**config.mk**
```make
export PLATFORM = sky130hd
export DESIGN_NAME = tfcl_div
export DESIGN_NICKNAME = d
export VERILOG_FILES = /design/src/hw/rtl/tfcl_pkg.sv /design/src/hw/rtl/tfcl_div.sv
export SDC_FILE = /design/constraint.sdc
export NUM_CORES = 1
export LEC_CHECK = 0
export ABC_AREA = 0
export BUFFER_PORTS_ARGS = -buffer_cell sky130_fd_sc_hd__buf_2
export CAP_MARGIN = 0
export CORE_ASPECT_RATIO = 1.1
export CORE_MARGIN = 10
export CORE_UTILIZATION = 53
export DETAILED_ROUTE_END_ITERATION = 6
export PLACE_DENSITY = 0.78
export SYNTH_ARGS = -nofsm -noshare
export SYNTH_HDL_FRONTEND = slang
export SYNTH_SLANG_ARGS = --single-unit
```
**constraint.sdc**
```tcl
create_clock -name clk -period 4.6 [get_ports clk]
set_input_delay 0.46 -clock clk [delete_from_list [all_inputs] [get_ports clk]]
set_output_delay 0.46 -clock clk [all_outputs]
set_load 0.01 [all_outputs]
```
**src/hw/rtl/tfcl_pkg.sv**
```systemverilog
// tfcl_pkg: shared types and constants for the transfer function colour lookup unit
// no dependencies; used by tfcl_div and transfer_function_color_lookup_unit
package tfcl_pkg;

	localparam int CH_BITS    = 16;
	localparam int CNT_W      = 5;
	localparam int FRAC_Q412  = 12;
	localparam int DIV_LANES  = 3;
	localparam int DIV_NUM_W  = 32;
	localparam int DIV_DEN_W  = 16;
	localparam int DIV_STEPS  = 16;
	localparam int SQRT_STEPS = 17;

	localparam logic [CH_BITS:0]   CH_ONE   = 17'h10000;
	localparam logic [CH_BITS-1:0] CH_MAX   = 16'hFFFF;
	localparam logic [15:0]        AF_RESET = 16'd4096;

	typedef enum logic [1:0] {
		OP_QUERY = 2'd0,
		OP_DENS  = 2'd1,
		OP_GRAD  = 2'd2,
		OP_RAD   = 2'd3
	} op_t;

	typedef enum logic [1:0] {
		REG_DENS_CNT = 2'd0,
		REG_GRAD_CNT = 2'd1,
		REG_RAD_CNT  = 2'd2,
		REG_ALPHA_F  = 2'd3
	} reg_idx_t;

	// index 0 red, 1 green, 2 blue, 3 alpha
	typedef logic [3:0][CH_BITS-1:0] col_t;

	typedef struct packed {
		logic [CH_BITS-1:0] key;
		col_t               col;
	} lin_pt_t;

	typedef struct packed {
		logic [CH_BITS-1:0] x;
		logic [CH_BITS-1:0] y;
		logic [15:0]        rad;
		col_t               col;
	} rad_pt_t;

	typedef struct packed {
		logic                 start;
		logic [DIV_DEN_W-1:0] den;
	} div_req_t;

	typedef struct packed {
		logic busy;
		logic done;
	} div_rsp_t;

	typedef enum logic [1:0] {
		PH_DENS,
		PH_GRAD,
		PH_RPT,
		PH_RFIN
	} ph_t;

	typedef enum logic [4:0] {
		ST_IDLE,
		ST_LK_START,
		ST_LK_SCAN,
		ST_LK_SCANEND,
		ST_LK_RD0,
		ST_LK_RD1,
		ST_LK_RD2,
		ST_LK_AMT,
		ST_LK_DIV,
		ST_LK_MUL,
		ST_OV_MUL,
		ST_OV_DIV,
		ST_OV_WAIT,
		ST_RP_START,
		ST_RP_RD,
		ST_RP_LD,
		ST_RP_SQ,
		ST_RP_SQRT,
		ST_RP_RATIO,
		ST_RP_DIV,
		ST_RP_FADE,
		ST_AF,
		ST_OUT
	} st_t;

endpackage

```
**src/hw/rtl/tfcl_div.sv**
```systemverilog
// tfcl_div: three-lane restoring divider, 32-bit by 16-bit, 16 quotient bits
// one quotient bit per cycle; the caller keeps numerator high half below the divisor
// depends on tfcl_pkg
module tfcl_div (
	input  logic                                                   clk,
	input  logic                                                   arst_n,
	input  tfcl_pkg::div_req_t                                     req,
	input  logic [tfcl_pkg::DIV_LANES-1:0][tfcl_pkg::DIV_NUM_W-1:0] num,
	output tfcl_pkg::div_rsp_t                                     rsp,
	output logic [tfcl_pkg::DIV_LANES-1:0][tfcl_pkg::DIV_DEN_W-1:0] quo
);
	import tfcl_pkg::*;

	logic                                  busy_q;
	logic                                  done_q;
	logic [4:0]                            cnt_q;
	logic [DIV_DEN_W-1:0]                  den_q;
	logic [DIV_LANES-1:0][DIV_DEN_W-1:0]   rem_q;
	logic [DIV_LANES-1:0][DIV_DEN_W-1:0]   nlo_q;
	logic [DIV_LANES-1:0][DIV_DEN_W:0]     rem_sh;
	logic [DIV_LANES-1:0][DIV_DEN_W-1:0]   rem_nx;
	logic [DIV_LANES-1:0][DIV_DEN_W-1:0]   nlo_nx;
	logic [DIV_LANES-1:0]                  fits;

	always_comb begin
		for (int l = 0; l < DIV_LANES; l++) begin
			rem_sh[l] = {rem_q[l], nlo_q[l][DIV_DEN_W-1]};
			fits[l]   = rem_sh[l] >= {1'b0, den_q};
			rem_nx[l] = fits[l] ? DIV_DEN_W'(rem_sh[l] - {1'b0, den_q})
			                    : rem_sh[l][DIV_DEN_W-1:0];
			nlo_nx[l] = {nlo_q[l][DIV_DEN_W-2:0], fits[l]};
		end
	end

	always_ff @(posedge clk or negedge arst_n) begin
		if (!arst_n) begin
			busy_q <= 1'b0;
			done_q <= 1'b0;
			cnt_q  <= '0;
		end else begin
			done_q <= 1'b0;
			if (req.start) begin
				busy_q <= 1'b1;
				cnt_q  <= 5'(DIV_STEPS);
			end else if (busy_q) begin
				cnt_q <= cnt_q - 5'd1;
				if (cnt_q == 5'd1) begin
					busy_q <= 1'b0;
					done_q <= 1'b1;
				end
			end
		end
	end

	always_ff @(posedge clk) begin
		if (req.start) begin
			den_q <= req.den;
			for (int l = 0; l < DIV_LANES; l++) begin
				rem_q[l] <= num[l][DIV_NUM_W-1:DIV_DEN_W];
				nlo_q[l] <= num[l][DIV_DEN_W-1:0];
			end
		end else if (busy_q) begin
			rem_q <= rem_nx;
			nlo_q <= nlo_nx;
		end
	end

	assign rsp.busy = busy_q;
	assign rsp.done = done_q;
	assign quo      = nlo_q;

endmodule

```
# --- Word level (Yosys, flattened, before mapping) ---
# Index checks and enable logic that the tools add are counted.
# Widths: inputs -> output; s select.
word_totals:
  regBits: 119
  in_bits: 115
  out_inout_bits: 50
  elab_cells: 34
op_classes:
  n_addsub: 4
  order_cmp: 3
  n_eq_ne: 1
  n_mux: 15
  n_reduce_logical: 1
ops:
  columns: ["cell", "count"]
  rows:
  - ["$mux 48", 4]
  - ["$ge 17x16->1", 3]
  - ["$mux 16", 3]
  - ["$sub 16x16->16", 3]
  - ["$mux 5", 2]
  - ["$mux 1", 6]
  - ["$eq 5x1->1 const B", 1]
  - ["$sub 5x1->5 const B", 1]
  - ["$reduce_bool 2->1", 1]

# --- Logic depth before layout (Yosys ltp) ---
logic_depth:
  word_depth: 4
  mapped_depth: 10
  depth_no_buf: 10

# --- Worst setup path after synthesis ---
# No wires, ideal clock.
synth_timing:
  kind: "in2reg"
  start: "input req[16] (netlist name)"
  end: "register nlo_q, in the netlist quo[0] (enable)"
  setup_time_ns: 0.414
  arrival_time_ns: 2.507
  t_required_ns: 4.186
  setup_slack_ns: 1.679
  path_stages: 4
  path_buffers: 3
  path_cell_list: "clkbuf_1 -> clkbuf_1 -> clkbuf_1 -> or2_2"
synth_between:
  elab_chain_cells: 1
synth_lines:
  columns: ["item", "line_no", "text"]
  rows:
  - ["from (decl)", "tfcl_div.sv:7", "input tfcl_pkg::div_req_t req,"]
  - ["$reduce_bool 2->1 (no source line)", null, null]
  - ["to (signal, indexed assignment)", "tfcl_div.sv:60", "nlo_q[l] <= num[l][DIV_DEN_W-1:0];"]
  - ["to (signal assigned)", "tfcl_div.sv:64", "nlo_q <= nlo_nx;"]
  - ["to (decl)", "tfcl_div.sv:19", "logic [DIV_LANES-1:0][DIV_DEN_W-1:0] nlo_q;"]
# Every way passes these cells.
# A chain may end at the register's enable or synchronous reset.

# --- Worst setup path in the final report ---
layout_timing:
  start: "register den_q[1]"
  end: "register rem_q[30] (netlist name) (data pin)"
layout_between:
  elab_chain_cells: 4
  word_cells_on_any_way: 5
  cone_classes: "add/sub: 1; order compare: 1; mux: 3"
layout_lines:
  columns: ["item", "line_no", "text"]
  rows:
  - ["from (decl)", "tfcl_div.sv:17", "logic [DIV_DEN_W-1:0] den_q;"]
  - ["from (signal assigned)", "tfcl_div.sv:57", "den_q <= req.den;"]
  - ["$sub 16x16->16 / $ge 17x16->1 (equally long branches)", "tfcl_div.sv:29, tfcl_div.sv:28", null]
  - ["$mux 16 (*)", "tfcl_div.sv:29", "rem_nx[l] = fits[l] ? DIV_DEN_W'(rem_sh[l] - {1'b0, den_q})"]
  - ["$mux 48 (*)", "tfcl_div.sv:62", "end else if (busy_q) begin"]
  - ["$mux 48 (*)", "tfcl_div.sv:56", "if (req.start) begin"]
  - ["to (signal, indexed assignment)", "tfcl_div.sv:59", "rem_q[l] <= num[l][DIV_NUM_W-1:DIV_DEN_W];"]
  - ["to (signal assigned)", "tfcl_div.sv:63", "rem_q <= rem_nx;"]
  - ["to (decl)", "tfcl_div.sv:18", "logic [DIV_LANES-1:0][DIV_DEN_W-1:0] rem_q;"]
# Every way passes the cells marked *; elsewhere a longest branch is shown, timed or not. The select of a mux whose other input is x is not followed.

==> run_results.csv <==
group,metric,value,unit
status,status,"finished clean",
timing,period_minus_slack,3.24,ns
setup_path,rr_endpoint,"rem_q[30]",
setup_path,regToRegStartpoint,"den_q[1]",
synth,synth_edf_count,112,
synth,yosysWarnings,0,
layout,multiInputGateArea,4010,sq um
timing,rsz0062_at_grt,"no",
drt,ant_nets,0,
timing,hold_viol_final,0,
floorplan,io_pins,165,
clock_network,htreeDepth,4,
grt,grt_remaining_overflow,0,
floorplan,die_area,19900,sq um
drt,wl_per_cell,17.9,microns
grt,grt_max_degree,125,
synth,synth_ff_type,"edfxtp_1",
layout,final_util,65.1,%
flow_run,cap_violations,0,
floorplan,num_rows,46,
layout,final_area,9370,sq um
worst_hold_path,min_from,"req[4]",
synth,syn_area_per_cell,11.0,sq um
grt,grt_use_total,19.1,%
floorplan,initial_utilization,54.1,%
clock_network,cts_tree,"yes",
timing,worstMarginPinSlew,0.705,ns
setup_path,reg2reg_depth,9,
placement,pre_cts_ws,1.34,ns
synth,yosysTopAreaCellShare,43.2,%
floorplan,core_area,14400,sq um
setup_path,cp_max_fo,24,
layout,layout.nets,1036,
floorplan,die_height,147,microns
timing,slew_headroom,53.0,%
grt,grt_pass1_vias,6146,
timing,skew,0.00921,ns
synth,ys_seq_area_share,45.4,%
drt,drc,0,
setup_path,start_kind,"flip-flop",
synth,ys_async_sr_fraction,5.88,%
placement,place_area,8790,sq um
setup_path,crit_type,"reg -> reg",
worst_hold_path,hp-class,"in -> reg",
timing,setup-violations-final,0,
synth,yosysTopAreaCell,"edfxtp_1",
timing,slew_violations,0,
clock_network,clock-root-buffer,"clkbuf_16",
layout,diodes,0,
setup_path,r2r_setup_slack,1.36,ns
clock_network,cts.clk_slew.worst_paths,0.06,ns
layout,nFillCells,1211,
synth,synth.area.top_cells,"edfxtp_1 (43%), mux2_2 (8.8%), ha_1 (8.0%)",
clock_network,cts.sinks,119,
worst_hold_path,hold_depth,1,
timing,setup_ws,1.36,ns
placement,dp_hpwl,14300,microns
worst_hold_path,holdPathEnd,"den_q[4]",
synth,syn_nets,873,
pwr,p_leak,0.00399,uW
drt,dr.pass1.iters,5,
setup_path,required,4.77,ns
synth,synth_seq_cells,119,
clock_network,ctsResizeCount,0,
pwr,ir_drop,332,uV
drt,drt_wl_total,19300,microns
clock_network,cts_buffers,17,
layout,seq_area,3540,sq um
floorplan,chipWidth,136,microns
grt,grt_pass1_wl,30200,microns
pwr,power_density,650,nW/um^2
synth,yosys.cell_types.count,66,
drt,viasPerCell,5.61,
timing,fin_crit_sh,70.4,%
timing,max_freq,0.309,GHz
synth,synth_cells,705,
synth,synth.most_common_cell,"edfxtp_1",
clock_network,cts.path.max_buffers,2,
placement,gp_congestion,0.904,
synth,synth_area,7790,sq um
layout,area_growth,20.3,%
layout,drive_gt1_share,31.7,%
setup_path,crit_path_end_kind,"flip-flop",
drt,drt-initial-drc-count,328,
timing,setup_tns,0,ns
grt,antenna_found_initial,0,
synth,synth_common_cells,"edfxtp_1 (112), mux2_2 (61), nand2_1 (56)",
drt,vias,6015,
placement,io_buffers,164,
setup_path,cp.arrival,3.41,ns
clock_network,clk-insertion-delay-late,0.43,ns
[worst max-delay path: stages, from the launching register on]
cell	delay (ns)
edfxtp_1	0.48
inv_1	0.13
ha_1	0.32
nor2b_1	0.15
o31ai_2	0.35
a211oi_2	0.16
a2bb2oi_1	0.20
a31o_2	0.55
mux2_2	0.39
mux2_2	0.25
[per-layer routing]
| metal | GRT usage [%] | wire length [microns] | up-vias | share of wire (%) |
|---|---|---|---|---|
| met5 | 0 | 0 | - | 0 |
| met4 | 8.03 | 426 | 0 | 2.2 |
| met3 | 7.71 | 1730 | 35 | 9.0 |
| met2 | 30.6 | 8980 | 196 | 47 |
| met1 | 22.0 | 8120 | 2786 | 42 |
| li1 | - | - | 2998 | - |
[report_power, final]
group / internal [uW] / switching [uW] / total, uW / leakage [uW]
combinational: 1380 / 1590 / 2980 / 0.00245
clock: 752 / 535 / 1290 / 0.000271
sequential: 1630 / 201 / 1830 / 0.00126
[stage by stage]
stage,hold slack (ns),cells,power [uW]
after global placement,0.298,1040,4740
after CTS,0.192,1073,6110
after global routing,0.197,1073,6530
final,0.210,1073,6090
after detailed placement,0.298,1040,4790
after floorplan,0.164,705,4150
[cell usage in the layout (no fill, tap or decap), types with 17 or more instances in the layout]
cell | Yosys | routed
buf_2 | 3 | 163
edfxtp_1 | 112 | 112
mux2_2 | 61 | 61
nand2_1 | 56 | 56
ha_1 | 50 | 50
a21oi_1 | 43 | 43
nor2_1 | 40 | 40
o21ai_0 | 39 | 39
inv_1 | 32 | 32
xnor2_1 | 24 | 24
mux2i_1 | 20 | 20
o21a_1 | 17 | 17
clkbuf_16 | 0 | 17
[registers in the layout (all words and copies together) (netlist names)]
name and count:
quo 48, rem_q 48, done_q 1, cnt_q 5, busy_q 1, den_q 16
[layout make-up]
class | instances | area share (%)
clock buffer | 17 | 4.54
clock inverter | 15 | 1.52
inverter | 32 | 1.28
multi-input combinational | 528 | 42.8
sequential | 119 | 37.8
tap | 192 | 2.57
timing repair buffer | 170 | 9.47
[worst max path at each step]
stage | start | endpoint | slack [ns]
floorplan | req[16] | quo[0] | 1.68
finish | den_q[1] | rem_q[30] | 1.36
global placement | den_q[1] | rem_q[30] | 1.44
global route | den_q[1] | rem_q[30] | 1.18
CTS | den_q[1] | rem_q[30] | 1.33
detailed placement | den_q[1] | rem_q[30] | 1.34
[logic make-up after synthesis]
| logic type | after synthesis | share of synthesized area [%] |
|---|---|---|
| buffers and inverters | 58 | 3.08 |
| muxes | 82 | 11.5 |
| xor gates and xnor gates | 34 | 3.82 |
| and+or+nand+nor | 189 | 12.3 |
| AOI/OAI and AO/OA | 170 | 15.0 |
| DFF | 119 | 45.4 |
| adders and majority gates | 53 | 8.80 |
[what timing repair did]
action,in CTS,in global routing
hold buffers,1,0
setup buffers,0,0
hold endpoints to repair,7,0
(Power assumes the default switching activity.)
